`src/hdl/irpd_pkg.sv`:
```
// Types and constants shared by the IR pulse-distance frame encoder.
package irpd_pkg;

    typedef struct packed {
        logic [7:0] data_byte;
        logic [3:0] bit_count;
        logic       frame_first;
        logic       frame_last;
    } t_in_word;

    typedef struct packed {
        logic        level;
        logic [15:0] duration_us;
        logic        run_end;
    } t_out_word;

    // Classified byte handed from front to back; count already saturated.
    typedef struct packed {
        logic [7:0] data_byte;
        logic [3:0] count;
        logic       first;
        logic       last;
    } t_cmd;

    typedef struct packed {
        logic [15:0] header_mark_us;
        logic [15:0] header_space_us;
        logic [15:0] bit_mark_us;
        logic [15:0] one_space_us;
        logic [15:0] zero_space_us;
        logic [15:0] trailer_mark_us;
        logic [15:0] trailer_space_us;
        logic        separator_enable;
    } t_cfg;

    typedef struct packed {
        logic       busy;
        logic       emit;
        logic       emit_end;
        logic [4:0] pos;
    } t_back_status;

    localparam int CFG_IDX_W  = 3;
    localparam int CFG_DATA_W = 16;

    localparam logic [CFG_IDX_W-1:0] CFG_HEADER_MARK   = 3'd0;
    localparam logic [CFG_IDX_W-1:0] CFG_HEADER_SPACE  = 3'd1;
    localparam logic [CFG_IDX_W-1:0] CFG_BIT_MARK      = 3'd2;
    localparam logic [CFG_IDX_W-1:0] CFG_ONE_SPACE     = 3'd3;
    localparam logic [CFG_IDX_W-1:0] CFG_ZERO_SPACE    = 3'd4;
    localparam logic [CFG_IDX_W-1:0] CFG_TRAILER_MARK  = 3'd5;
    localparam logic [CFG_IDX_W-1:0] CFG_TRAILER_SPACE = 3'd6;
    localparam logic [CFG_IDX_W-1:0] CFG_SEPARATOR     = 3'd7;

    localparam logic [15:0] RST_HEADER_MARK   = 16'd3500;
    localparam logic [15:0] RST_HEADER_SPACE  = 16'd3500;
    localparam logic [15:0] RST_BIT_MARK      = 16'd900;
    localparam logic [15:0] RST_ONE_SPACE     = 16'd2600;
    localparam logic [15:0] RST_ZERO_SPACE    = 16'd900;
    localparam logic [15:0] RST_TRAILER_MARK  = 16'd900;
    localparam logic [15:0] RST_TRAILER_SPACE = 16'd13900;
    localparam logic        RST_SEPARATOR     = 1'b1;

    localparam logic [3:0] MAX_BITS = 4'd8;

    localparam int Q_DEPTH = 2;
    localparam int Q_PTR_W = 1;
    localparam int Q_CNT_W = 2;

endpackage

```
`src/hdl/irpd_front.sv`:
```
// Front end: accepts input words, saturates the bit count, drops words with no result.
module irpd_front (
    input  logic               i_in_valid,
    output logic               o_in_stall,
    input  irpd_pkg::t_in_word i_in_word,
    input  logic               i_q_full,
    output logic               o_push,
    output irpd_pkg::t_cmd     o_cmd
);

    logic [3:0] w_count;
    logic       w_has_result;

    always_comb begin
        if (i_in_word.bit_count > irpd_pkg::MAX_BITS) begin
            w_count = irpd_pkg::MAX_BITS;
        end else begin
            w_count = i_in_word.bit_count;
        end
        w_has_result = (w_count != 4'd0) || i_in_word.frame_first || i_in_word.frame_last;
    end

    assign o_in_stall       = i_q_full;
    assign o_push           = i_in_valid && !i_q_full && w_has_result;
    assign o_cmd.data_byte  = i_in_word.data_byte;
    assign o_cmd.count      = w_count;
    assign o_cmd.first      = i_in_word.frame_first;
    assign o_cmd.last       = i_in_word.frame_last;

endmodule

```
`src/hdl/irpd_queue.sv`:
```
// Two-entry command queue between front and back.
module irpd_queue (
    input  logic           i_clk,
    input  logic           i_rst_n,
    input  logic           i_push,
    input  irpd_pkg::t_cmd i_cmd,
    input  logic           i_pop,
    output logic           o_valid,
    output logic           o_full,
    output irpd_pkg::t_cmd o_cmd
);

    irpd_pkg::t_cmd r_mem [irpd_pkg::Q_DEPTH];

    logic [irpd_pkg::Q_PTR_W-1:0] r_wr_ptr;
    logic [irpd_pkg::Q_PTR_W-1:0] r_rd_ptr;
    logic [irpd_pkg::Q_CNT_W-1:0] r_count;
    logic [irpd_pkg::Q_PTR_W-1:0] n_wr_ptr;
    logic [irpd_pkg::Q_PTR_W-1:0] n_rd_ptr;
    logic [irpd_pkg::Q_CNT_W-1:0] n_count;

    always_comb begin
        n_wr_ptr = r_wr_ptr;
        n_rd_ptr = r_rd_ptr;
        n_count  = r_count;
        if (i_push) begin
            n_wr_ptr = r_wr_ptr + 1'b1;
        end
        if (i_pop) begin
            n_rd_ptr = r_rd_ptr + 1'b1;
        end
        if (i_push && !i_pop) begin
            n_count = r_count + 1'b1;
        end else if (!i_push && i_pop) begin
            n_count = r_count - 1'b1;
        end
    end

    always_ff @(posedge i_clk) begin
        if (!i_rst_n) begin
            r_wr_ptr <= '0;
            r_rd_ptr <= '0;
            r_count  <= '0;
        end else begin
            r_wr_ptr <= n_wr_ptr;
            r_rd_ptr <= n_rd_ptr;
            r_count  <= n_count;
        end
    end

    always_ff @(posedge i_clk) begin
        if (i_push) begin
            r_mem[r_wr_ptr] <= i_cmd;
        end
    end

    assign o_valid = (r_count != '0);
    assign o_full  = (r_count == irpd_pkg::Q_CNT_W'(irpd_pkg::Q_DEPTH));
    assign o_cmd   = r_mem[r_rd_ptr];

endmodule

```
`src/hdl/irpd_back.sv`:
```
// Back end: walks one command through header, bits, separators and trailer.
module irpd_back #(
    parameter int GROUP_BITS = 32
) (
    input  logic                    i_clk,
    input  logic                    i_rst_n,
    input  irpd_pkg::t_cfg          i_cfg,
    input  logic                    i_q_valid,
    input  irpd_pkg::t_cmd          i_q_cmd,
    output logic                    o_q_pop,
    output logic                    o_out_valid,
    input  logic                    i_out_stall,
    output irpd_pkg::t_out_word     o_out_word,
    output irpd_pkg::t_back_status  o_status
);

    localparam logic [4:0] LAST_POS = 5'(GROUP_BITS - 1);

    localparam logic [2:0] PH_HDR_MARK  = 3'd0;
    localparam logic [2:0] PH_HDR_SPACE = 3'd1;
    localparam logic [2:0] PH_BIT_MARK  = 3'd2;
    localparam logic [2:0] PH_BIT_SPACE = 3'd3;
    localparam logic [2:0] PH_TRL_MARK  = 3'd4;
    localparam logic [2:0] PH_TRL_SPACE = 3'd5;

    logic                r_busy,      n_busy;
    logic [2:0]          r_phase,     n_phase;
    logic [7:0]          r_data,      n_data;
    logic [3:0]          r_left,      n_left;
    logic                r_last,      n_last;
    logic [4:0]          r_pos,       n_pos;
    logic                r_out_valid, n_out_valid;
    irpd_pkg::t_out_word r_out,       n_out;

    logic       w_adv;
    logic       w_emit;
    logic       w_pop;
    logic       w_after;
    logic       w_end;
    logic [3:0] w_left_next;

    assign w_adv  = !r_out_valid || !i_out_stall;
    assign w_emit = r_busy && w_adv;
    assign w_pop  = !r_busy && i_q_valid;

    always_comb begin
        n_busy      = r_busy;
        n_phase     = r_phase;
        n_data      = r_data;
        n_left      = r_left;
        n_last      = r_last;
        n_pos       = r_pos;
        n_out_valid = r_out_valid && i_out_stall;
        n_out       = r_out;
        w_after     = 1'b0;
        w_end       = 1'b0;
        w_left_next = r_left;

        if (w_pop) begin
            n_busy = 1'b1;
            n_data = i_q_cmd.data_byte;
            n_left = i_q_cmd.count;
            n_last = i_q_cmd.last;
            if (i_q_cmd.first) begin
                n_pos   = '0;
                n_phase = PH_HDR_MARK;
            end else if (i_q_cmd.count != 4'd0) begin
                n_phase = PH_BIT_MARK;
            end else begin
                n_phase = PH_TRL_MARK;
            end
        end

        if (w_emit) begin
            n_out_valid = 1'b1;
            case (r_phase)
                PH_HDR_MARK: begin
                    n_out.level       = 1'b1;
                    n_out.duration_us = i_cfg.header_mark_us;
                    n_phase           = PH_HDR_SPACE;
                end
                PH_HDR_SPACE: begin
                    n_out.level       = 1'b0;
                    n_out.duration_us = i_cfg.header_space_us;
                    w_after           = 1'b1;
                end
                PH_BIT_MARK: begin
                    n_out.level       = 1'b1;
                    n_out.duration_us = i_cfg.bit_mark_us;
                    n_phase           = PH_BIT_SPACE;
                end
                PH_BIT_SPACE: begin
                    n_out.level       = 1'b0;
                    n_out.duration_us = r_data[7] ? i_cfg.one_space_us
                                                  : i_cfg.zero_space_us;
                    n_data            = {r_data[6:0], 1'b0};
                    w_left_next       = r_left - 4'd1;
                    n_left            = w_left_next;
                    if (r_pos == LAST_POS) begin
                        n_pos = '0;
                        if (i_cfg.separator_enable) begin
                            n_phase = PH_HDR_MARK;
                        end else begin
                            w_after = 1'b1;
                        end
                    end else begin
                        n_pos   = r_pos + 5'd1;
                        w_after = 1'b1;
                    end
                end
                PH_TRL_MARK: begin
                    n_out.level       = 1'b1;
                    n_out.duration_us = i_cfg.trailer_mark_us;
                    n_phase           = PH_TRL_SPACE;
                end
                PH_TRL_SPACE: begin
                    n_out.level       = 1'b0;
                    n_out.duration_us = i_cfg.trailer_space_us;
                    w_end             = 1'b1;
                end
                default: begin
                    n_out.level       = 1'b0;
                    n_out.duration_us = '0;
                    w_end             = 1'b1;
                end
            endcase

            if (w_after) begin
                if (w_left_next != 4'd0) begin
                    n_phase = PH_BIT_MARK;
                end else if (r_last) begin
                    n_phase = PH_TRL_MARK;
                end else begin
                    w_end = 1'b1;
                end
            end

            n_out.run_end = w_end;
            if (w_end) begin
                n_busy = 1'b0;
            end
        end
    end

    always_ff @(posedge i_clk) begin
        if (!i_rst_n) begin
            r_busy      <= 1'b0;
            r_phase     <= PH_HDR_MARK;
            r_pos       <= '0;
            r_out_valid <= 1'b0;
        end else begin
            r_busy      <= n_busy;
            r_phase     <= n_phase;
            r_pos       <= n_pos;
            r_out_valid <= n_out_valid;
        end
    end

    always_ff @(posedge i_clk) begin
        r_data <= n_data;
        r_left <= n_left;
        r_last <= n_last;
        r_out  <= n_out;
    end

    assign o_q_pop           = w_pop;
    assign o_out_valid       = r_out_valid;
    assign o_out_word        = r_out;
    assign o_status.busy     = r_busy;
    assign o_status.emit     = w_emit;
    assign o_status.emit_end = w_end;
    assign o_status.pos      = r_pos;

endmodule

```
`src/hdl/ir_pulse_distance_frame_encoder.sv`:
```
// Top level of the IR pulse-distance frame encoder: config registers, front, queue, back.
//
//  channel  direction  handshake                  payload
//  in       input      i_in_valid / o_in_stall    i_in_word  (irpd_pkg::t_in_word)
//  out      output     o_out_valid / i_out_stall  o_out_word (irpd_pkg::t_out_word)
//  cfg      input      i_cfg_we                   i_cfg_index, i_cfg_wdata
//
// A byte yielding n durations occupies the back end for a load step from the queue, then
// one duration per cycle unless output stalls; n is at most 20 when GROUP_BITS is 32.
// The back-end sequencer, one duration per cycle unless output stalls, sets the rate.
// The front keeps accepting words into a two-entry queue while the back end works.
// Output stall freezes the sequencer; input stall is raised only when the queue is full.
// Reset is synchronous, active low, and restores register defaults and group position.
module ir_pulse_distance_frame_encoder #(
    parameter int GROUP_BITS = 32
) (
    input  logic                                i_clk,
    input  logic                                i_rst_n,
    input  logic                                i_in_valid,
    output logic                                o_in_stall,
    input  irpd_pkg::t_in_word                  i_in_word,
    output logic                                o_out_valid,
    input  logic                                i_out_stall,
    output irpd_pkg::t_out_word                 o_out_word,
    input  logic                                i_cfg_we,
    input  logic [irpd_pkg::CFG_IDX_W-1:0]      i_cfg_index,
    input  logic [irpd_pkg::CFG_DATA_W-1:0]     i_cfg_wdata
);

    irpd_pkg::t_cfg         r_cfg;
    irpd_pkg::t_cmd         w_push_cmd;
    irpd_pkg::t_cmd         w_q_cmd;
    irpd_pkg::t_back_status w_status;
    logic                   w_push;
    logic                   w_pop;
    logic                   w_q_valid;
    logic                   w_q_full;

    always_ff @(posedge i_clk) begin
        if (!i_rst_n) begin
            r_cfg.header_mark_us   <= irpd_pkg::RST_HEADER_MARK;
            r_cfg.header_space_us  <= irpd_pkg::RST_HEADER_SPACE;
            r_cfg.bit_mark_us      <= irpd_pkg::RST_BIT_MARK;
            r_cfg.one_space_us     <= irpd_pkg::RST_ONE_SPACE;
            r_cfg.zero_space_us    <= irpd_pkg::RST_ZERO_SPACE;
            r_cfg.trailer_mark_us  <= irpd_pkg::RST_TRAILER_MARK;
            r_cfg.trailer_space_us <= irpd_pkg::RST_TRAILER_SPACE;
            r_cfg.separator_enable <= irpd_pkg::RST_SEPARATOR;
        end else if (i_cfg_we) begin
            case (i_cfg_index)
                irpd_pkg::CFG_HEADER_MARK:   r_cfg.header_mark_us   <= i_cfg_wdata;
                irpd_pkg::CFG_HEADER_SPACE:  r_cfg.header_space_us  <= i_cfg_wdata;
                irpd_pkg::CFG_BIT_MARK:      r_cfg.bit_mark_us      <= i_cfg_wdata;
                irpd_pkg::CFG_ONE_SPACE:     r_cfg.one_space_us     <= i_cfg_wdata;
                irpd_pkg::CFG_ZERO_SPACE:    r_cfg.zero_space_us    <= i_cfg_wdata;
                irpd_pkg::CFG_TRAILER_MARK:  r_cfg.trailer_mark_us  <= i_cfg_wdata;
                irpd_pkg::CFG_TRAILER_SPACE: r_cfg.trailer_space_us <= i_cfg_wdata;
                irpd_pkg::CFG_SEPARATOR:     r_cfg.separator_enable <= i_cfg_wdata[0];
                default: begin
                end
            endcase
        end
    end

    irpd_front u_front (
        .i_in_valid (i_in_valid),
        .o_in_stall (o_in_stall),
        .i_in_word  (i_in_word),
        .i_q_full   (w_q_full),
        .o_push     (w_push),
        .o_cmd      (w_push_cmd)
    );

    irpd_queue u_queue (
        .i_clk   (i_clk),
        .i_rst_n (i_rst_n),
        .i_push  (w_push),
        .i_cmd   (w_push_cmd),
        .i_pop   (w_pop),
        .o_valid (w_q_valid),
        .o_full  (w_q_full),
        .o_cmd   (w_q_cmd)
    );

    irpd_back #(
        .GROUP_BITS (GROUP_BITS)
    ) u_back (
        .i_clk       (i_clk),
        .i_rst_n     (i_rst_n),
        .i_cfg       (r_cfg),
        .i_q_valid   (w_q_valid),
        .i_q_cmd     (w_q_cmd),
        .o_q_pop     (w_pop),
        .o_out_valid (o_out_valid),
        .i_out_stall (i_out_stall),
        .o_out_word  (o_out_word),
        .o_status    (w_status)
    );

    a_pos_in_group: assert property (@(posedge i_clk) disable iff (!i_rst_n)
        w_status.pos <= 5'(GROUP_BITS - 1))
        else $error("group position past end of group");

    a_end_goes_idle: assert property (@(posedge i_clk) disable iff (!i_rst_n)
        (w_status.emit && w_status.emit_end) |=> !w_status.busy)
        else $error("back end still busy after last duration of a byte");

    a_pop_only_idle: assert property (@(posedge i_clk) disable iff (!i_rst_n)
        w_pop |-> (!w_status.busy && !w_status.emit))
        else $error("queue popped while a byte is in progress");

    a_emit_sets_valid: assert property (@(posedge i_clk) disable iff (!i_rst_n)
        w_status.emit |=> o_out_valid)
        else $error("emitted duration not presented on output");

endmodule
```
`config.mk`:
```
export PLATFORM = sky130hd
export DESIGN_NAME = ir_pulse_distance_frame_encoder
export DESIGN_NICKNAME = d
export VERILOG_FILES = /design/src/hdl/irpd_pkg.sv /design/src/hdl/irpd_front.sv /design/src/hdl/irpd_queue.sv /design/src/hdl/irpd_back.sv /design/src/hdl/ir_pulse_distance_frame_encoder.sv
export SDC_FILE = /design/constraint.sdc
export NUM_CORES = 1
export LEC_CHECK = 0
export BUFFER_PORTS_ARGS = -buffer_cell sky130_fd_sc_hd__buf_4
export CAP_MARGIN = 10
export CORE_UTILIZATION = 60
export DETAILED_ROUTE_END_ITERATION = 8
export GPL_TIMING_DRIVEN = 0
export PLACE_DENSITY = 0.79
export SETUP_SLACK_MARGIN = 0.05
export SLEW_MARGIN = 20
export SYNTH_ARGS = -nofsm -noshare
export SYNTH_HDL_FRONTEND = slang
export SYNTH_SLANG_ARGS = --single-unit
export TNS_END_PERCENT = 1
```
`constraint.sdc`:
```
create_clock -name i_clk -period 2.4 [get_ports i_clk]
set_input_delay 0.24 -clock i_clk [delete_from_list [all_inputs] [get_ports i_clk]]
set_output_delay 0.24 -clock i_clk [all_outputs]
set_load 0.02 [all_outputs]
```
# Yosys cells after proc, flatten, opt, wreduce, memory -nomap -nowiden
# Memories as Yosys holds them, arrays and structs flattened. A register that Yosys moved wholly into a read port is not among the register bits.
# Index checks and enable logic that the tools add are counted.
[totals] input_bits=38 memories=1 regBits=158 word_cells=120 latchBits=0 mem_bits_ro=0 ramBits=28 output_inout_bits=20
[op_classes] shift=0 n_lt_le_gt_ge=1 n_reduce_logical=32 mux=45 add_sub_neg=6 multipliers=0 div=0 eq_ne=14 n_bitwise=0
[memory_table] name="u_queue.r_mem" depth=2 width=14 rd=1 rd_ports_with_merged_regs=1 write_ports=1 line="irpd_queue.sv:13" rtl="irpd_pkg::t_cmd r_mem [irpd_pkg::Q_DEPTH];"
[op_table] cell="one-hot mux 17 bit (6 select lines)" count=1
[op_table] cell="2-to-1 mux 3 bit" count=9
[op_table] cell="2-to-1 mux 5 bit" count=5
[op_table] cell="2-to-1 mux 4 bit" count=6
[op_table] cell="2-to-1 mux 8 bit" count=3
[op_table] cell="== test 3 bit (second input constant)" count=6
[op_table] cell="2-to-1 mux 1 bit" count=16
[op_table] cell="2-to-1 mux 16 bit" count=1
[op_table] cell="AND reduction 2 bit" count=8
[op_table] cell="== test 3 x 2 -> 1 bit (second input constant)" count=4
[op_table] cell="one-hot mux 3 bit (4 select lines)" count=1
[op_table] cell="nonzero test 4 bit" count=3
[op_table] cell="logical AND 1 bit" count=7
[op_table] cell="== test 3 x 1 -> 1 bit (second input constant)" count=2
[op_table] cell="zero test 1 bit" count=6
[op_table] cell="zero test 3 bit" count=2
[op_table] cell="adder 5 x 1 -> 5 bit (second input constant)" count=1
[op_table] cell="== test 5 bit (second input constant)" count=1
[op_table] cell="OR reduction 5 bit" count=1
[op_table] cell="greater-than comparator 4 bit (second input constant)" count=1
[op_table] cell="2-to-1 mux 2 bit" count=2
[op_table] cell="nonzero test 2 bit" count=2
[op_table] cell="subtractor 4 x 1 -> 4 bit (second input constant)" count=1
[op_table] cell="logical OR 1 bit" count=3
[op_table] cell="other kinds (5)" count=6

# Depth between registers and ports, before layout
# Gate-level depths: netlist (run 1).
[logic_depth] depth_word=11 depth_mapped=8

# Hierarchy
# A second synthesis (run 1) with hierarchy kept.
[hier_totals] hier_cells=790 area_unflattened_um2=8404.3
[by_module_without_submodules] mod="ir_pulse_distance_frame_encoder" n_inst=1 cells_each=410 area_each_um2=4324.1 seq_area_each_um2=2262.2
[by_module_without_submodules] mod="irpd_back" n_inst=1 cells_each=296 area_each_um2=2723.9 seq_area_each_um2=1011.0
[by_module_without_submodules] mod="irpd_queue" n_inst=1 cells_each=65 area_each_um2=1227.4 seq_area_each_um2=940.9
[by_module_without_submodules] mod="irpd_front" n_inst=1 cells_each=19 area_each_um2=128.9 seq_area_each_um2=0.0

# Worst setup path before layout (run 1)
# No wires, ideal clock.
[synth_path] kind="reg-to-reg" startpoint="reg u_queue.r_count[0] (netlist name)" endpoint="reg u_queue.r_count[1] (netlist name)" required_ns=2.324 arrival_ns=1.733 synth_period_minus_slack_ns=1.808 path_stages_with_launch=8 slack_ns=0.592 setup_ns=0.076 path_cell_list="dfxtp_1 -> o21ba_2 -> buf_2 -> inv_2 -> buf_2 -> ha_1 -> or3_1 -> a21boi_0"
[synth_via] elab_chain_cells=7 word_cells_on_any_way=15 cone_classes="2 x add/sub; 1 x eq/ne; 2 x mux; 10 x reduce/logical"
[synth_lines] item="start: declaration" line="irpd_queue.sv:17" rtl="logic [irpd_pkg::Q_CNT_W-1:0] r_count;"
[synth_lines] item="start signal: assignment" line="irpd_queue.sv:47" rtl="r_count <= n_count;"
[synth_lines] item="== test 2 bit" line="irpd_queue.sv:58" rtl="assign o_full = (r_count == irpd_pkg::Q_CNT_W'(irpd_pkg::Q_DEPTH));"
[synth_lines] item="zero test 1 bit" line="irpd_front.sv:24" rtl="assign o_push = i_in_valid && !i_q_full && w_has_result;"
[synth_lines] item="logical AND 1 bit (2 in series)" line="irpd_front.sv:24"
[synth_lines] item="zero test 1 bit" line="irpd_queue.sv:34" rtl="end else if (!i_push && i_pop) begin"
[synth_lines] item="logical AND 1 bit" line="irpd_queue.sv:34"
[synth_lines] item="nonzero test 2 bit (no line)"
# Parallel ways exist; a longest one is shown, timed or not. The select of a mux whose other input is x is not followed.
# A chain may end at the register's enable or synchronous reset.

# Worst setup path after layout (run 1)
# Same ends and word-level chain as after synthesis.

==> results.py, run 1 <==
metrics = {
    "pwr": {
        "p_sw_mw": 2.86,
        "pwr-share-seq_pct": 42.9,
        "pwr-share-comb_pct": 26.4,
        "pwr-share-clk_pct": 30.7,
        "p_int_mw": 6.22,
        "power_density_nw_per_um2": 985,
        "power.share.switching_pct": 31.5,
        "vdd_drop_max_mv": 0.631,
        "p_leak_nw": 3.53,
    },
    "critical_path": {
        "crit_chain": "o21ba_2 -> buf_2 -> inv_2 -> buf_2 -> ha_1 -> or3_1 -> a21boi_0",
        "cp-end-kind": "flop",
        "worstSetupStartpointType": "flop",
        "startpoint": "u_queue.r_count[0]",
        "crit_arrival_ns": 2.49,
        "r2r_start": "u_queue.r_count[0]",
        "crit_family": "buffers and inverters",
        "path_buf_inv": 3,
        "crit_type": "flop to flop",
        "critPathMostFrequentCell": "buf_2",
        "slowest_delay_ns": 0.43,
        "crit_slowest_cell": "dfxtp_1",
        "worstPathRequired_ns": 2.75,
        "cp_max_fo": 10,
    },
    "sta": {
        "finalHoldViolCount": 0,
        "fin_skew_ns": 0.00932,
        "final_max_slew_viol_count": 0,
        "max_freq_mhz": 467,
        "slew_headroom_pct": 50.0,
        "hold_ws_ns": 0.0875,
        "finalCritPeriodShare_pct": 89.2,
        "setup_viol": 0,
        "finalSetupTns_ns": 0,
        "worst-slew-pin-transition_ns": 0.750,
        "fin_crit_ns": 2.14,
        "rsz0062_at_grt": "false",
    },
    "synth": {
        "yosys_warnings": 0,
        "ys_types": 55,
        "seq_area_frac_synth_pct": 53.3,
        "synth_area_leaders": "dfxtp_1 (35%), edfxtp_1 (18%), nand2_1 (12%), a21boi_0 (5.6%), nand3_1 (4.0%)",
        "ys_ff_latch": 187,
        "syn_avg_cell_area_sq_um": 9.19,
        "yosysMostFrequentCell": "nand2_1",
        "synthTopCellsByCount": "nand2_1 (250), dfxtp_1 (140), nand3_1 (63), a21boi_0 (59), edfxtp_1 (47)",
        "yosysTopAreaCellShare_pct": 35.4,
        "syn_nets": 902,
        "netlist_area_sq_um": 7910,
        "ys.flop_type": "dfxtp_1",
        "async_flop_share_pct": 0,
        "yosys.area.top_type": "dfxtp_1",
        "synth_edf_count": 47,
        "synth_cells": 860,
    },
    "placed_design": {
        "io_buffers": 53,
        "dpl.hpwl_mm": 14.3,
        "dpl-instance-area_sq_um": 8520,
        "gp_congestion": 0.904,
        "dp_cells": 1085,
    },
    "layout": {
        "area_growth_pct": 16.5,
        "antenna_cells": 0,
        "finish.instance_area_sq_um": 9210,
        "stdcell_count": 1127,
        "fin_nets": 984,
        "drive_gt1_share_pct": 13.6,
    },
    "grt": {
        "grt_first_pass_wirelength_mm": 32.7,
        "grt_pass1_vias": 6352,
        "antenna_found_initial": 0,
        "overflow": 0,
        "track_usage_pct": 32.6,
        "grt_max_degree": 22,
    },
    "cts": {
        "cts_tree": "done",
        "clk_pin_slew_ns": 0.07,
        "clk_latency_ns": 0.43,
        "clockBufferDepth": 2,
        "cts_buffers": 17,
        "post_cts_buffers": 0,
        "clock-sinks": 187,
        "clockRootBuffer": "clkbuf_16",
        "h-tree-depth": 4,
    },
    "die": {
        "die-area_sq_um": 13600,
        "num_rows": 41,
        "core_area_sq_um": 12700,
        "start_util_pct": 62.1,
        "dieHeight_um": 117,
        "io_pins": 58,
        "dieWidth_um": 117,
    },
    "drt": {
        "ant_nets": 0,
        "via_per_inst": 5.92,
        "vias": 6667,
        "dr.pass1.iters": 6,
        "drc": 0,
        "post_drt_wl_per_cell_um": 18.7,
        "drtIter0Drc": 823,
        "wl_mm": 21.1,
    },
    "worst_hold_path": {
        "hp-start": "i_out_stall",
        "hold_path_class": "primary input to flop",
    },
    "status": {
        "status": "finished clean",
    },
    "job": {
        "drv_cap": 0,
    },
}
## layer usage
| metal | wire length, um | GRT usage (%) |
|---|---|---|
| met4 | 452 | 12.4 |
| met5 | 0 | 0 |
| met2 | 9910 | 52.1 |
| met3 | 2140 | 9.68 |
| met1 | 8560 | 42.0 |
## stage by stage
stage               setup slack, ns  total power, mW  utilization (%)
finish                        0.260             9.07             72.4
global route                  0.149             9.44             72.4
CTS                           0.280             9.05             72.4
detailed placement            0.297             6.28             67.0
global placement              0.400             6.17             67.0
floorplan                     0.592             5.52                -
## sequential cells by signal, indices dropped and copies added, names as in the netlist, 2 cells and up, named ones only
name and flops:
u_queue.r_count 2, u_back.o_out_word 18, u_back.r_phase 3, u_back.r_data 8, u_queue.r_mem 28, r_cfg 113
u_back.r_pos 5, u_back.r_left 4
## placed cells by master (no fill, tap or decap), types with 3 or more instances in the layout
| master | n |
|---|---|
| a21boi_0 | 59 |
| a21boi_1 | 20 |
| a21oi_1 | 28 |
| a221oi_1 | 3 |
| a22o_1 | 3 |
| a22oi_1 | 32 |
| and2_1 | 6 |
| buf_2 | 25 |
| buf_4 | 56 |
| clkbuf_1 | 26 |
| clkbuf_16 | 18 |
| clkinvlp_4 | 3 |
| dfxtp_1 | 140 |
| dlygate4sd3_1 | 10 |
| edfxtp_1 | 47 |
| ha_1 | 4 |
| inv_1 | 4 |
| mux2i_1 | 29 |
| nand2_1 | 250 |
| nand2b_1 | 5 |
| nand3_1 | 63 |
| nor2_1 | 30 |
| nor2_2 | 4 |
| nor2b_1 | 11 |
| nor3_1 | 5 |
| nor3_2 | 4 |
| o21a_1 | 4 |
| o21ai_0 | 18 |
## power by group through the flow
stage	clock network [mW]	logic, mW	registers, mW
after global routing	2.93	2.57	3.94
after detailed placement	0	2.32	3.95
after floorplan	0	1.49	4.03
after CTS	2.80	2.36	3.89
after global placement	0	2.25	3.93
final	2.78	2.39	3.90
## tightest hold or removal path: cells and delay by family
| family | cells | cell delay, ns |
|---|---|---|
| buf+inv | 1 | 0.09 |
| compound gates | 1 | 0.05 |
| simple gates | 1 | 0.10 |
## kinds of logic after synthesis
family	synth area share [%]
AND/OR/NAND/NOR	22.3
flip-flops	53.3
AO/OA/AOI/OAI	16.0
buffers and inverters	3.51
multiplexers	3.81
XOR/XNOR	0.443
adder cells (fa/ha/maj)	0.633
## area by class of cell
class,count,area (sq um)
fillers,949,3510
inverters,6,25.0
well taps,172,215
clock inverters,11,118
flip-flops and latches,187,4210
plain buffers,53,253
multi-input cells,614,3420
clock buffers,21,472
repair buffers,63,498
## final timing paths
path                        endpoint  slack [ns]  cells after the start
setup / recovery  u_queue.r_count[1]        0.26                      7
hold / removal    u_back.o_out_valid        0.09                      3
hold reg to reg            r_cfg[57]        0.46                      2
setup reg to reg  u_queue.r_count[1]        0.26                      7
## what timing repair did
action                    4_1_cts  5_1_grt
hold buffers                   10        0
resized for setup               0        0
hold endpoints to repair       20        0
Note: power is estimated with default switching activity, not from simulation.
==> run 2: changes to the inputs <==
HOLD_SLACK_MARGIN = 0.15   (was default)
==> run 2 against run 1 <==
Clock skew is 0.00068 ns lower; sequential cell count stayed put; design area is 1.8% higher; setup slack better by 0.010 ns; highest routed layer unchanged; critical path type unchanged.
==> results.py, run 2 (synthesis results as in run 1) <==
metrics = {
    "status": {
        "status": "finished clean",
    },
    "die": {
        "dieHeight_um": 117,
        "die-area_sq_um": 13600,
        "core_area_sq_um": 12700,
        "dieWidth_um": 117,
        "start_util_pct": 62.1,
        "num_rows": 41,
        "io_pins": 58,
    },
    "cts": {
        "clock-sinks": 187,
        "cts_buffers": 17,
        "clockRootBuffer": "clkbuf_16",
        "post_cts_resized": 0,
        "cts-hold-fix-buffers": 27,
        "clockBufferDepth": 2,
        "clk_latency_ns": 0.43,
        "clk_pin_slew_ns": 0.07,
        "cts_tree": "done",
        "post_cts_buffers": 0,
        "h-tree-depth": 4,
    },
    "drt": {
        "ant_nets": 0,
        "wl_met2_mm": 9.91,
        "drc": 0,
        "wl_mm": 21.3,
        "topRoutingLayerUsed": "met4",
        "drt-met1-wl_mm": 8.71,
        "vias": 6751,
        "post_drt_wl_per_cell_um": 18.6,
        "dr_wl_met3_mm": 2.20,
        "drtIter0Drc": 798,
        "dr.pass1.iters": 5,
        "via_per_inst": 5.90,
    },
    "pwr": {
        "pwr-share-comb_pct": 26.6,
        "p_leak_nw": 3.60,
        "p_sw_mw": 2.87,
        "p_int_mw": 6.23,
        "vdd_drop_max_mv": 0.618,
        "power.share.switching_pct": 31.5,
        "power_density_nw_per_um2": 971,
        "pwr-share-clk_pct": 30.6,
        "pwr-share-seq_pct": 42.8,
    },
    "layout": {
        "drive_gt1_share_pct": 13.4,
        "final_cell_mix": "nand2_1 (250), dfxtp_1 (140), nand3_1 (63)",
        "top_register": "r_cfg",
        "area_growth_pct": 18.7,
        "antenna_cells": 0,
        "largest_reg_flops": 113,
        "fin_nets": 1001,
        "fillers": 927,
        "mostFrequentLayoutCell": "nand2_1",
        "stdcell_count": 1144,
    },
    "placed_design": {
        "gp_congestion": 0.904,
        "dpl.hpwl_mm": 14.3,
        "dp_cells": 1085,
        "io_buffers": 53,
        "dp_slack_ns": 0.297,
    },
    "grt": {
        "grt_max_degree": 22,
        "grt_first_pass_wirelength_mm": 33.0,
        "antenna_found_initial": 0,
        "track_usage_pct": 32.9,
        "grt_pass1_vias": 6434,
        "overflow": 0,
    },
    "critical_path": {
        "critPathMostFrequentCell": "buf_2",
        "crit_arrival_ns": 2.48,
        "crit_slowest_cell": "dfxtp_1",
        "rrSetupSlack_ns": 0.27,
        "r2r_end": "u_queue.r_count[1]",
        "slowest_delay_ns": 0.42,
        "worstPathRequired_ns": 2.75,
        "crit_chain": "o21ba_2 -> buf_2 -> inv_2 -> buf_2 -> ha_1 -> or3_1 -> a21boi_0",
        "crit_type": "flop to flop",
        "startpoint": "u_queue.r_count[0]",
        "reg2reg_depth": 7,
        "r2r_start": "u_queue.r_count[0]",
        "cp_max_fo": 10,
        "cp-end-kind": "flop",
        "worstSetupStartpointType": "flop",
    },
    "sta": {
        "max_freq_mhz": 470,
        "worst-slew-pin-transition_ns": 0.752,
        "finalCritPeriodShare_pct": 88.7,
        "slew_headroom_pct": 49.8,
        "finalSetupTns_ns": 0,
        "final_max_slew_viol_count": 0,
        "fin_crit_ns": 2.13,
        "setup_viol": 0,
        "fin_ws_ns": 0.270,
        "finalHoldViolCount": 0,
        "fin_skew_ns": 0.00864,
        "hold_ws_ns": 0.182,
        "rsz0062_at_grt": "false",
    },
    "worst_hold_path": {
        "hold-path-endpoint": "u_queue.r_mem[1][3]",
        "hold_path_class": "primary input to flop",
        "hp-start": "i_in_word[3]",
        "hold_path_depth": 2,
    },
    "job": {
        "drv_cap": 0,
    },
}
-- run 2: cell types whose count changed in the layout (fill, tap and decap cells not counted), sizes merged --
cell | before | now
dlygate4sd3 | 10 | 27
-- run 2: worst max-delay path: cells and delay by family, from the launching register on --
kind / cells / cell delay [ns]
AO/OA/AOI/OAI: 2 / 0.37
buffers and inverters: 3 / 0.52
AND/OR/NAND/NOR: 1 / 0.38
flip-flops: 1 / 0.42
adder cells (fa/ha/maj): 1 / 0.36
-- run 2: worst max-delay path by stage --
stage,slack (ns),end
5_1_grt,0.15,u_back.r_phase[0]
4_1_cts,0.28,u_queue.r_count[1]
3_5_place_dp,0.30,u_queue.r_count[1]
2_1_floorplan,0.59,u_queue.r_count[1]
6_report,0.27,u_queue.r_count[1]
3_3_place_gp,0.40,u_queue.r_count[1]
-- run 2: cell type report --
| type | count | area (sq um) | share of cell area [%] |
|---|---|---|---|
| Sequential cell | 187 | 4210 | 44.9 |
| Multi-Input combinational cell | 614 | 3420 | 36.4 |
| Timing Repair Buffer | 80 | 668 | 7.12 |
| Clock buffer | 21 | 472 | 5.03 |
| Buffer | 53 | 253 | 2.69 |
| Tap cell | 172 | 215 | 2.29 |
| Clock inverter | 11 | 118 | 1.25 |
| Inverter | 6 | 25.0 | 0.267 |
-- run 2: power by group through the flow --
stage	sequential [mW]	clock, mW	combinational (mW)
2_1_floorplan	4.03	0	1.49
3_3_place_gp	3.93	0	2.25
3_5_place_dp	3.95	0	2.32
4_1_cts	3.89	2.80	2.38
5_1_grt	3.94	2.93	2.60
6_report	3.90	2.79	2.42
-- run 2: through the flow --
step | power [mW] | instance area [sq um] | util (%)
floorplan | 5.52 | 7910 | -
global placement | 6.17 | 8520 | 67.0
detailed placement | 6.28 | 8520 | 67.0
CTS | 9.07 | 9380 | 73.7
global route | 9.46 | 9380 | 73.7
finish | 9.11 | 9380 | 73.7
-- run 2: per-layer routing --
layer,GRT usage (%),up-vias
met5,0,-
met4,12.2,0
met3,9.68,37
met2,52.8,351
met1,42.3,3197
li1,-,3166
==> run 3: changes to the inputs <==
CTS_BUF_LIST = sky130_fd_sc_hd__clkbuf_8 sky130_fd_sc_hd__clkbuf_16   (was default)
MAX_ROUTING_LAYER = met4   (was default)
==> run 3 against run 2 <==
The flow now finishes with violations (design-rule violations); non-clock buffer count grew 1; via count shrank 0.37%; worst hold slack lost 0.0084 ns; design area shrank 0.21%; core utilization shrank 0.16 points; register-to-register slack is essentially flat.
==> results.py, run 3 (synthesis results as in run 1) <==
metrics = {
    "status": {
        "status": "finished, violations left",
        "violations": "design-rule violations",
    },
    "pwr": {
        "vdd_drop_max_mv": 0.685,
        "power_density_nw_per_um2": 960,
        "p_leak_nw": 3.60,
    },
    "cts": {
        "clockRootBuffer": "clkbuf_16",
        "cts_buffers": 17,
        "post_cts_resized": 0,
        "clk_pin_slew_ns": 0.07,
        "h-tree-depth": 4,
        "clock-sinks": 187,
        "clockBufferDepth": 2,
        "clk_latency_ns": 0.43,
        "cts_tree": "done",
    },
    "die": {
        "dieWidth_um": 117,
        "dieHeight_um": 117,
        "start_util_pct": 62.1,
        "io_pins": 58,
        "core_area_sq_um": 12700,
        "die-area_sq_um": 13600,
        "num_rows": 41,
    },
    "placed_design": {
        "dpl-instance-area_sq_um": 8520,
        "gp_congestion": 0.918,
        "dpl.hpwl_mm": 14.2,
        "io_buffers": 53,
    },
    "sta": {
        "finalSetupTns_ns": 0,
        "setup_viol": 0,
        "final_max_slew_viol_count": 0,
        "fin_crit_ns": 2.13,
        "fin_skew_ns": 0.00607,
        "max_freq_mhz": 471,
        "worst-slew-pin-transition_ns": 0.683,
        "finalHoldViolCount": 0,
        "finalCritPeriodShare_pct": 88.6,
        "hold_ws_ns": 0.174,
        "rsz0062_at_grt": "false",
        "slew_headroom_pct": 54.4,
    },
    "layout": {
        "fillers": 928,
        "final_cell_mix": "nand2_1 (250), dfxtp_1 (140), nand3_1 (63)",
        "antenna_cells": 0,
        "largest_reg_flops": 113,
        "fin_util_pct": 73.6,
        "finish.instance_area_sq_um": 9360,
        "top_register": "r_cfg",
        "mostFrequentLayoutCell": "nand2_1",
        "area_growth_pct": 18.4,
        "drive_gt1_share_pct": 13.7,
        "multi_input_area_sq_um": 3420,
        "fin_nets": 1002,
        "regArea_sq_um": 4210,
    },
    "drt": {
        "drtIter0Drc": 776,
        "vias": 6726,
        "wl_mm": 20.7,
        "drc": 1,
        "post_drt_wl_per_cell_um": 18.1,
        "ant_nets": 0,
        "dr.pass1.iters": 9,
        "via_per_inst": 5.87,
    },
    "critical_path": {
        "crit_type": "flop to flop",
        "slowest_delay_ns": 0.55,
        "critPathMostFrequentCell": "clkbuf_1",
        "worstPathRequired_ns": 2.67,
        "crit_slowest_cell": "clkbuf_1",
        "worstSetupStartpointType": "flop",
        "crit_family": "buffers and inverters",
        "crit_arrival_ns": 2.39,
        "cp-end-kind": "flop",
        "cp_max_fo": 10,
        "path_buf_inv": 3,
        "crit_chain": "buf_4 -> and3b_1 -> clkbuf_1 -> clkbuf_1 -> a22oi_1 -> nand3_1",
    },
    "grt": {
        "grt_first_pass_wirelength_mm": 32.2,
        "overflow": 0,
        "grt_max_degree": 22,
        "grt_pass1_vias": 6324,
        "antenna_found_initial": 0,
        "track_usage_pct": 32.9,
    },
    "job": {
        "drv_cap": 0,
    },
    "worst_hold_path": {
        "hold_path_class": "primary input to flop",
    },
}
run 3: cell count changes in the layout (fill, tap and decap cells not counted):
cell / delta
buf_6: +1
clkbuf_1: -2
bufinv_16: -1
inv_1: +1
clkinv_1: -1
clkinv_4: -1
inv_6: +4
clkinv_2: +1
clkbuf_16: -1
run 3: per-layer routing:
| metal | track usage [%] | part of all wire [%] |
|---|---|---|
| met2 | 49.3 | 46 |
| met5 | - | 0 |
| met3 | 9.32 | 10 |
| met1 | 42.5 | 42 |
| met4 | 12.3 | 1.7 |
run 3: final cells by class:
type                       instances  share of cell area, %
clock buffer                      18                   4.69
timing repair buffer              81                   7.26
multi-input combinational        614                   36.5
tap                              172                   2.30
sequential                       187                   45.0
clock inverter                    14                   1.27
buffer                            53                   2.70
inverter                           6                  0.267
run 3: worst register-to-register path: stages, from the launching register on:
cell      delay [ns]
dfxtp_1         0.32
buf_4           0.18
and3b_1         0.17
clkbuf_1        0.37
clkbuf_1        0.56
a22oi_1         0.20
nand3_1         0.17
run 3: final timing paths:
check	to	start	depth (start not counted)	slack (ns)
max	u_back.o_out_word[16]	u_back.r_phase[2]	6	0.27
min	u_queue.r_mem[0][4]	i_in_word[4]	2	0.17
max reg2reg	u_back.o_out_word[16]	u_back.r_phase[2]	6	0.27
min reg2reg	r_cfg[64]	r_cfg[64]	2	0.46
run 3: repair_timing:
| item | in CTS | in global routing |
|---|---|---|
| hold buffers | 27 | 0 |
| setup buffers | 0 | 0 |
| endpoints found under the setup margin | 0 | 0 |
| endpoints found under the hold margin | 131 | 0 |
run 3: report_power, final:
| part | switching (mW) | internal [mW] |
|---|---|---|
| clock | 1.21 | 1.46 |
| sequential | 0.209 | 3.68 |
| combinational | 1.48 | 0.943 |
| total | 2.91 | 6.08 |
run 3: through the flow:
step	instances	total power, mW	worst slack, ns
floorplan	860	5.52	0.592
global placement	1085	6.17	0.400
detailed placement	1085	6.29	0.299
CTS	1144	8.96	0.284
global route	1145	9.39	0.134
finish	1145	8.99	0.275
